$ cat config.mk
export PLATFORM = sky130hd
export DESIGN_NAME = bcm_ram
export DESIGN_NICKNAME = d
export VERILOG_FILES = /design/src/design/bcm_pkg.sv /design/src/design/bcm_ram.sv
export SDC_FILE = /design/constraint.sdc
export NUM_CORES = 2
export LEC_CHECK = 0
export ABC_AREA = 1
export BUFFER_PORTS_ARGS = -buffer_cell sky130_fd_sc_hd__buf_4
export CORE_MARGIN = 5
export CORE_UTILIZATION = 25
export DETAILED_ROUTE_END_ITERATION = 10
export GPL_ROUTABILITY_DRIVEN = 0
export PLACE_DENSITY = 0.36
export SLEW_MARGIN = 20
export SYNTH_ARGS = -nofsm -noshare
export SYNTH_HDL_FRONTEND = slang
export SYNTH_SLANG_ARGS = --single-unit
export TNS_END_PERCENT = 10
$ cat constraint.sdc
create_clock -name clock -period 4.2 [get_ports clock]
set_input_delay 0.63 -clock clock [delete_from_list [all_inputs] [get_ports clock]]
set_output_delay 0.63 -clock clock [all_outputs]
set_load 0.01 [all_outputs]
$ cat src/design/bcm_pkg.sv
// bcm_pkg: shared constants, field widths, status and register codes for the
// block cache map. No dependencies; used by every other design file.
`default_nettype none

package bcm_pkg;

   // default sizes handed to the top level parameters
   localparam int SLOTS_DEF      = 256;
   localparam int MAX_BLOCKS_DEF = 4096;

   // field widths fixed by the interface
   localparam int ROW_W      = 12;
   localparam int COL_W      = 12;
   localparam int GEOM_W     = 13;
   localparam int STATUS_W   = 2;
   localparam int SLOT_OUT_W = 8;
   localparam int EVB_W      = 12;
   localparam int CSR_ADDR_W = 8;

   // block index datapath widths
   localparam int PROD_W = ROW_W + GEOM_W;
   localparam int SUM_W  = PROD_W + 1;

   typedef logic [STATUS_W-1:0]   status_type;
   typedef logic [CSR_ADDR_W-1:0] csr_addr_type;

   // response status codes
   localparam status_type ST_HIT   = 2'd0;
   localparam status_type ST_MISS  = 2'd1;
   localparam status_type ST_FLUSH = 2'd2;
   localparam status_type ST_RANGE = 2'd3;

   // configuration register indexes
   localparam csr_addr_type REG_BLOCKS_ACROSS = 8'd0;
   localparam csr_addr_type REG_BLOCKS_DOWN   = 8'd1;

endpackage

`default_nettype wire

$ cat src/design/bcm_ram.sv
// bcm_ram: single write port, single read port synchronous memory with a
// registered read. No package dependency beyond parameter defaults.
`default_nettype none

module bcm_ram #(
   parameter int DEPTH = bcm_pkg::SLOTS_DEF,
   parameter int WIDTH = bcm_pkg::EVB_W
) (
   input  wire logic                     clock,
   input  wire logic                     wr_en,
   input  wire logic [$clog2(DEPTH)-1:0] wr_addr,
   input  wire logic [WIDTH-1:0]         wr_data,
   input  wire logic                     rd_en,
   input  wire logic [$clog2(DEPTH)-1:0] rd_addr,
   output logic      [WIDTH-1:0]         rd_data
);

   logic [WIDTH-1:0] mem [DEPTH];
   logic [WIDTH-1:0] rd_data_ff;

   always_ff @(posedge clock) begin
      if (wr_en) begin
         mem[wr_addr] <= wr_data;
      end
   end

   always_ff @(posedge clock) begin
      if (rd_en) begin
         rd_data_ff <= mem[rd_addr];
      end
   end

   assign rd_data = rd_data_ff;

endmodule

`default_nettype wire

==> results.toml <==
[pwr]
p_switching_mw = 16.5
intPower_mw = 53.3
p_leak_nw = 51.0
pwr-share-seq_pct = 48.7
ir_worst_vdd_uv = 323
clockPowerShare_pct = 44.8
pwr-share-comb_pct = 6.5
switching_share_pct = 23.7
p_total_mw = 69.8
powerDensity_nw_per_um2 = 472

[timing]
final_max_slew_viol_count = 0
rsz0062_at_grt = "no"
hold_violations = 0
slew_headroom_pct = 25.2
max_freq_mhz = 319
setup_violations = 0
finalCriticalPeriod_ps = 3130
worst_pin_slew_ps = 1120
fin_skew_ps = 56.2
tns_ps = 0
fin_crit_sh_pct = 74.5

[cts]
numCtsBuffers = 365
ctsResizeCount = 0
clk_pin_slew_ps = 50
cts_setup_buffers = 0
cts-htree-levels = 5
cts_tree = "done"
clockBufferDepth = 4
cts-root-buf = "clkbuf_16"
cts_sinks = 3084
clk_latency_ps = 960
postCtsHoldBufs = 0

[synth]
synth_fa_ha_area_share_pct = 0
synth_area_per_cell_um2 = 12.1
synth_top_area_share_pct = 74.1
synthTopCellsByArea = "edfxtp_1 (74%), nand3_1 (12%), nand2_1 (9.5%), buf_2 (1.7%), buf_6 (0.88%)"
synth-compound-area-share_pct = 0
synthSimpleGateAreaFrac_pct = 22.5
synth_top_family_by_area = "simple AND/OR/NAND/NOR gates"
syn_nets = 10300
synth_warnings = 0
yosys-mux-area-fraction_pct = 0
synth_most_common_cell = "nand2_1"
synth_area_leader_cell = "edfxtp_1"
synth_xor_xnor_area_share_pct = 0
async_flop_share_pct = 0
ys_seq_area_share_pct = 74.1
synth.distinct_cells = 14
synth_edf_count = 3084
ys_ff_latch = 3084
synthFlopType = "edfxtp_1"
synthCells = 10300
synth_area_um2 = 125000
synthTopCellsByCount = "nand2_1 (3167), edfxtp_1 (3084), nand3_1 (3027), buf_2 (423), nor2_1 (283)"

[global_route]
grt_pass1_wl_um = 636000
grt_overflow = 0
grt_max_degree = 108
antenna_found_initial = 38
grt_usage_pct = 17.0
grt_pass1_vias = 81000

[status]
outcome = "finished, final reports clean"

[layout]
layout.cells.non_filler = 17600
multiInputGateArea_um2 = 28200
nNetsFinal = 10700
layout.area.seq_um2 = 92600
utilization_pct = 29.7
fin_area_um2 = 148000
fillCellCount = 50700
drive_gt1_share_pct = 11.0
syn2layout_area_growth_pct = 18.2

[detailed_routing]
vias = 82300
totalWireLength_um = 450000
routedWlPerCell_um = 25.5
drt-initial-drc-count = 7515
drc = 0
ant_nets = 0
drtPass1Iterations = 6
via_per_inst = 4.67

[worst_setup_path]
crit_path_end_kind = "flop"
path_class = "in2reg"
required_ps = 4860
start_kind = "input port"
arrival_ps = 3790
crit_fanout = 33

[place]
placed_cells = 16900
placed_area_um2 = 136000
dp_hpwl_um = 273000
port_buffers = 42

[job]
cap_violations = 0

[floorplanning]
die_w_um = 717
io_pins = 43
die_h_um = 717
coreArea_um2 = 498000
initial_core_util_pct = 25.1
dieArea_um2 = 514000
std_cell_rows = 259

[min_path]
worstHoldPathType = "in2reg"
==> power by group through the flow <==
| stage | Sequential, mW | Clock, mW | Combinational [mW] |
|---|---|---|---|
| 2_1_floorplan | 34.6 | 0 | 2.13 |
| 3_3_place_gp | 34.6 | 0 | 4.63 |
| 3_5_place_dp | 34.6 | 0 | 4.63 |
| 4_1_cts | 34.0 | 32.2 | 4.64 |
| 5_1_grt | 34.0 | 33.5 | 4.89 |
| 6_report | 34.0 | 31.3 | 4.52 |
==> cell families (layout without fill, tap and decap cells) <==
logic type	Yosys count	count (layout)
other	0	16
buffers and inverters	750	1397
and+or+nand+nor	6477	6477
DFF	3084	3084
==> through the flow <==
| step | worst slack, ps | hold WS [ps] |
|---|---|---|
| after floorplan | 1900 | 729 |
| after global placement | 145 | 1080 |
| after detailed placement | 137 | 1090 |
| after CTS | 1180 | 17.3 |
| after global routing | 1140 | 49.9 |
| final | 1070 | 96.6 |
==> cells in the final DEF (no fill, tap or decap), drive strengths merged <==
cell type	instances
buf	690
bufinv	34
clkbuf	450
clkinv	160
clkinvlp	11
diode	16
edfxtp	3084
inv	52
nand2	3167
nand3	3027
nor2	283
==> layout make-up <==
type	instances	area share, %
sequential	3084	62.7
multi-input combinational	6477	19.1
clock buffer	450	6.45
tap	6655	5.63
timing repair buffer	690	4.61
clock inverter	218	1.42
inverter	39	0.127
antenna	16	0.0271
==> flip-flops by register name, indices dropped and copies added, names as in the netlist <==
signal	flops
rd_data	12
mem	3072
==> worst max-delay path, cell delays in order <==
cell	delay [ps]
buf_8	190
inv_8	410
buf_12	290
buf_12	260
buf_4	180
nand3_1	80
nand3_1	100
nand3_1	80
nand3_1	190
nand3_1	90
nand3_1	350
nand2_1	250
nand2_1	360
nand2_1	130
==> routing by layer <==
layer / vias up / track usage (%) / routed length, µm
met5: - / 0 / 0
met4: 0 / 3.49 / 9420
met3: 493 / 2.17 / 20600
met2: 1992 / 27.7 / 210000
met1: 42300 / 24.4 / 210000
li1: 37600 / - / -
==> worst paths after layout <==
path         depth (start not counted)  slack (ps)           end    startpoint
min reg2reg                         10        1090    rd_data[4]   mem[108][4]
min                                  1         100  mem[197][11]   wr_data[11]
max                                 14        1070    rd_data[2]    rd_addr[1]
max reg2reg                         10        1620   rd_data[11]  mem[207][11]
(Power assumes the default switching activity.)
