--- src/design/bcm_pkg.sv ---
// bcm_pkg: shared constants, field widths, status and register codes for the
// block cache map. No dependencies; used by every other design file.
`default_nettype none

package bcm_pkg;

   // default sizes handed to the top level parameters
   localparam int SLOTS_DEF      = 256;
   localparam int MAX_BLOCKS_DEF = 4096;

   // field widths fixed by the interface
   localparam int ROW_W      = 12;
   localparam int COL_W      = 12;
   localparam int GEOM_W     = 13;
   localparam int STATUS_W   = 2;
   localparam int SLOT_OUT_W = 8;
   localparam int EVB_W      = 12;
   localparam int CSR_ADDR_W = 8;

   // block index datapath widths
   localparam int PROD_W = ROW_W + GEOM_W;
   localparam int SUM_W  = PROD_W + 1;

   typedef logic [STATUS_W-1:0]   status_type;
   typedef logic [CSR_ADDR_W-1:0] csr_addr_type;

   // response status codes
   localparam status_type ST_HIT   = 2'd0;
   localparam status_type ST_MISS  = 2'd1;
   localparam status_type ST_FLUSH = 2'd2;
   localparam status_type ST_RANGE = 2'd3;

   // configuration register indexes
   localparam csr_addr_type REG_BLOCKS_ACROSS = 8'd0;
   localparam csr_addr_type REG_BLOCKS_DOWN   = 8'd1;

endpackage

`default_nettype wire

--- src/design/bcm_index.sv ---
// bcm_index: two stage block index unit, row times blocks-across plus column,
// with grid and map range check. Depends on bcm_pkg.
`default_nettype none

module bcm_index #(
   parameter int MAX_BLOCKS = bcm_pkg::MAX_BLOCKS_DEF
) (
   input  wire logic                          clock,
   input  wire logic                          load,
   input  wire logic [bcm_pkg::ROW_W-1:0]     row,
   input  wire logic [bcm_pkg::COL_W-1:0]     col,
   input  wire logic [bcm_pkg::GEOM_W-1:0]    blocks_across,
   input  wire logic [bcm_pkg::GEOM_W-1:0]    blocks_down,
   output logic      [$clog2(MAX_BLOCKS)-1:0] idx,
   output logic                               bad
);

   import bcm_pkg::*;

   localparam int IW = $clog2(MAX_BLOCKS);

   logic [PROD_W-1:0] prod_ff;
   logic [PROD_W-1:0] prod_in;
   logic [COL_W-1:0]  col_ff;
   logic              coord_bad_ff;
   logic              coord_bad_in;
   logic [SUM_W-1:0]  sum;
   logic [IW-1:0]     idx_ff;
   logic              bad_ff;
   logic              bad_in;

   // stage one: product and coordinate check, taken with the request
   assign prod_in      = PROD_W'(row) * PROD_W'(blocks_across);
   assign coord_bad_in = (GEOM_W'(row) >= blocks_down) || (GEOM_W'(col) >= blocks_across);

   always_ff @(posedge clock) begin
      if (load) begin
         prod_ff      <= prod_in;
         col_ff       <= col;
         coord_bad_ff <= coord_bad_in;
      end
   end

   // stage two: add column and check against the map size
   assign sum    = SUM_W'(prod_ff) + SUM_W'(col_ff);
   assign bad_in = coord_bad_ff || (sum >= SUM_W'(MAX_BLOCKS));

   always_ff @(posedge clock) begin
      idx_ff <= sum[IW-1:0];
      bad_ff <= bad_in;
   end

   assign idx = idx_ff;
   assign bad = bad_ff;

endmodule

`default_nettype wire

--- config.mk ---
export PLATFORM = sky130hd
export DESIGN_NAME = bcm_index
export DESIGN_NICKNAME = d
export VERILOG_FILES = /design/src/design/bcm_pkg.sv /design/src/design/bcm_index.sv
export SDC_FILE = /design/constraint.sdc
export NUM_CORES = 1
export LEC_CHECK = 0
export BUFFER_PORTS_ARGS = -buffer_cell sky130_fd_sc_hd__clkbuf_2
export CORE_UTILIZATION = 57
export DETAILED_ROUTE_END_ITERATION = 12
export PLACE_DENSITY = 0.79
export SKIP_LAST_GASP = 1
export SLEW_MARGIN = 20
export SYNTH_ARGS = -nofsm -noshare
export SYNTH_HDL_FRONTEND = slang
export SYNTH_SLANG_ARGS = --single-unit
--- constraint.sdc ---
create_clock -name clock -period 6.5 [get_ports clock]
set_input_delay 1.3 -clock clock [delete_from_list [all_inputs] [get_ports clock]]
set_output_delay 1.3 -clock clock [all_outputs]
set_load 0.03 [all_outputs]
==> summary.txt <==
Detailed routing
  – DRC errors left: 0
  – 1st-pass router iterations: 5
  – Routed WL: 16800 um
  – Drt initial violations: 340
  – Vias per cell: about 5.4
  – Vias: 6186
  – Post-DRT Antenna Nets: 0
  – Drt wl/cell: between 10 and 15 um

Synth
  – Yosys reg bits: between 50 and 60
  – Syn_nets: 1160
  – Most used DFF post-synth: edfxtp_1
  – Sequential fraction of the synthesis area: 0.175
  – Synth warn: 0
  – Area of the mapped netlist: approximately 0.008 mm^2
  – Synth Area in Simple Gates: 0.171
  – Most numerous cell in the Yosys netlist: inv_1
  – Post-synthesis compound-gate area fraction: 0.0881
  – Commonest cells post-synth: inv_1 (190), nand2_1 (113), fa_1 (111)
  – Yosys cell types: 55
  – Number of synthesized flops with an enable pin: 38
  – Synth async-reset ratio: 0
  – Mux share of post-synthesis cell area: 0.00374
  – Synth Area in Adders: 0.431
  – Largest family of logic cells by synthesized area: adder cells
  – Syn Inst Count: 898
  – Cell taking the most area after synthesis: fa_1
  – Post-synthesis xor/xnor area fraction: 0.0284
  – Top cells by area, synth: fa_1 (28%), ha_1 (15%), edfxtp_1 (14%), inv_1 (8.9%), nand2_1 (5.3%)
  – Synth top area share: 0.277
  – Mean area per synthesized cell: 8.94 um^2

CTS
  – Post-CTS Setup Inserts: 0
  – Clock Latency Late Sink: just under 0.3 ns
  – CTS tree: yes
  – Clock Path Buffers: 2
  – Clock slew at reported path FFs: approximately 0.06 ns
  – CTS Buf Count: 5
  – CTS sink count: 51
  – CTS H-tree lvls: 2
  – CTS root buf: clkbuf_16

STA
  – Max-Slew Margin vs Limit: 0.407
  – Worst-Margin Slew: roughly 0.9 ns
  – Final TNS setup: 0 ns
  – FMAX: between 150 and 200 MHz
  – Fin crit period: between 6 and 7 ns
  – Pins Over Slew Limit: 0
  – RSZ-0062 raised after global routing: false
  – Final period util: 0.949
  – Final Hold Fails: 0
  – Final Setup Violations: 0
  – Max Clock Skew: about 0.004 ns

Die
  – Die Ht: 121 um
  – Initial Util: 0.594
  – Die span in x: between 100 and 150 um
  – I/O Pins: 65
  – FP Rows: 42
  – Area of the core: 0.0135 mm^2
  – Die ar.: 0.0146 mm^2

Finish
  – Share of layout cells above drive strength 1: 0.103
  – Ant. Diodes: 0
  – Synthesis-to-finish area growth: 9.73%
  – Final cell count without fillers: 1138
  – # nets final: approximately 1200
  – Layout Utilization: 0.652
  – Fill count: approximately 1100

Critical path
  – CP Class: in2reg
  – Worst Path Arrival: between 6 and 7 ns
  – Worst Setup End Kind: register
  – CP cell instances: clkbuf_2 -> and2_1 -> fa_1 -> inv_1 -> fa_1 -> inv_1 -> fa_1 -> fa_1 -> inv_1 -> fa_1 -> inv_1 -> ha_1 -> nand4_1 -> nor2_1 -> a21oi_1 -> a21oi_1 -> o41a_1 -> a2111o_1 -> o211ai_1
  – Slowest CP cell: fa_1
  – Cells on worst reg2reg path: 9
  – Crit-path max FO: 13
  – Top cell by count, worst path: fa_1
  – CP max stage delay: ~0.56 ns
  – R2R Setup Slk: 3.98 ns
  – CP required: between 6 and 7 ns
  – Startpoint Class: primary input
  – Crit Reg-Reg Endpoint: bad
  – R2R Path Start: col_ff[1]

Run
  – MaxCap Viol Count: 0

Worst hold path
  – Worst hold path cell count: 1
  – Hold Crit Class: reg2reg
  – Worst Hold Launch: col_ff[0]
  – Hold endpoint: idx[0]

GRT
  – Largest net degree at the start of global routing: 39
  – Global routing usage on met2: 0.423
  – Initial antenna violation count: 0
  – Gr busiest metal: met2
  – Vias in the first global route: around 6200
  – Grt met3 use: 0.0250
  – Grt total ovfl: 0
  – Gr usage total: 0.248
  – M1 GR Usage: 0.335
  – First-pass GRT wire length: approximately 29000 um

Power and ir drop
  – Static Leak: about 4.5 nW
  – Peak VDD IR: between 0.2 and 0.3 mV
  – PD cells: ~430 mW/mm^2

Place
  – DP HPWL: around 14000 um
  – Placed insts: ~1100
  – Global placer's final weighted congestion: 0.877
  – Port bufs: 64

Status
  – Status: finished clean
[routing by layer]
metal	routed length [um]	vias up	share of wire
met5	0	-	0
met4	387	0	0.023
met3	820	26	0.049
met2	8220	180	0.49
met1	7410	2994	0.44
li1	-	2986	-
[cells in the final DEF, fill, tap and decap left out, types with 13 or more instances in the layout]
cell,n
inv_1,190
nand2_1,113
fa_1,111
ha_1,99
clkbuf_2,63
and2_1,61
edfxtp_1,38
nor2_1,36
a21oi_1,36
buf_4,22
o21ai_0,20
xnor2_1,20
nor3_1,16
dfxtp_1,13
[cell type report]
class / instances / area (um^2) / share of cell area
multi-input cells: 627 / 5800 / 0.658
flip-flops and latches: 51 / 1400 / 0.159
inverters: 190 / 713 / 0.0810
repair buffers: 86 / 485 / 0.0551
well taps: 176 / 220 / 0.0250
clock buffers: 6 / 129 / 0.0146
clock inverters: 2 / 60.1 / 0.00682
[worst max-delay path by stage]
stage                        endpoint        startpoint  cells past startpoint
after detailed placement  prod_ff[21]  blocks_across[5]                     19
after CTS                 prod_ff[21]  blocks_across[5]                     19
after global routing      prod_ff[21]            row[4]                     19
final                     prod_ff[21]  blocks_across[5]                     19
after floorplan           prod_ff[21]            row[5]                     19
after global placement    prod_ff[21]            row[4]                     19
[cells by family after synthesis]
family / count (synthesis)
and+or+nand+nor: 280
buffers and inverters: 220
adders and majority gates: 210
AOI/OAI and AO/OA: 108
DFF: 51
xor gates and xnor gates: 26
muxes: 3
[power by group]
part           switching [W]  total (W)  internal [W]
Sequential         0.0000699   0.000659      0.000589
Clock               0.000110   0.000330      0.000221
Combinational        0.00158    0.00281       0.00123
[per-stage QoR]
step / hold WS, ns / setup slack (ns) / cell area (um^2) / power (W)
3_3_place_gp: 0.450 / 0.150 / 8620 / 0.00337
5_1_grt: 0.496 / 0.00907 / 8810 / 0.00420
4_1_cts: 0.475 / 0.339 / 8810 / 0.00380
3_5_place_dp: 0.452 / 0.0380 / 8620 / 0.00345
6_report: 0.469 / 0.334 / 8810 / 0.00380
2_1_floorplan: 0.437 / 0.278 / 8030 / 0.00282
[registers in the layout (all words and copies together) (netlist names)]
| signal | cells |
|---|---|
| bad | 1 |
| coord_bad_ff | 1 |
| col_ff | 12 |
| idx | 12 |
| prod_ff | 25 |
[worst max-delay path, delay by kind of cell]
| family | cells | cell delay [ns] |
|---|---|---|
| AO/OA/AOI/OAI | 5 | 1.25 |
| AND/OR/NAND/NOR | 3 | 0.41 |
| buffers and inverters | 5 | 0.42 |
| adder cells (fa/ha/maj) | 6 | 2.90 |
[repair_timing]
item,4_1_cts,5_1_grt
gates resized for setup,0,1
endpoints found under the setup margin,0,1
hold buffers,0,0
endpoints found under the hold margin,0,0
Power figures use the tool's default switching activity.
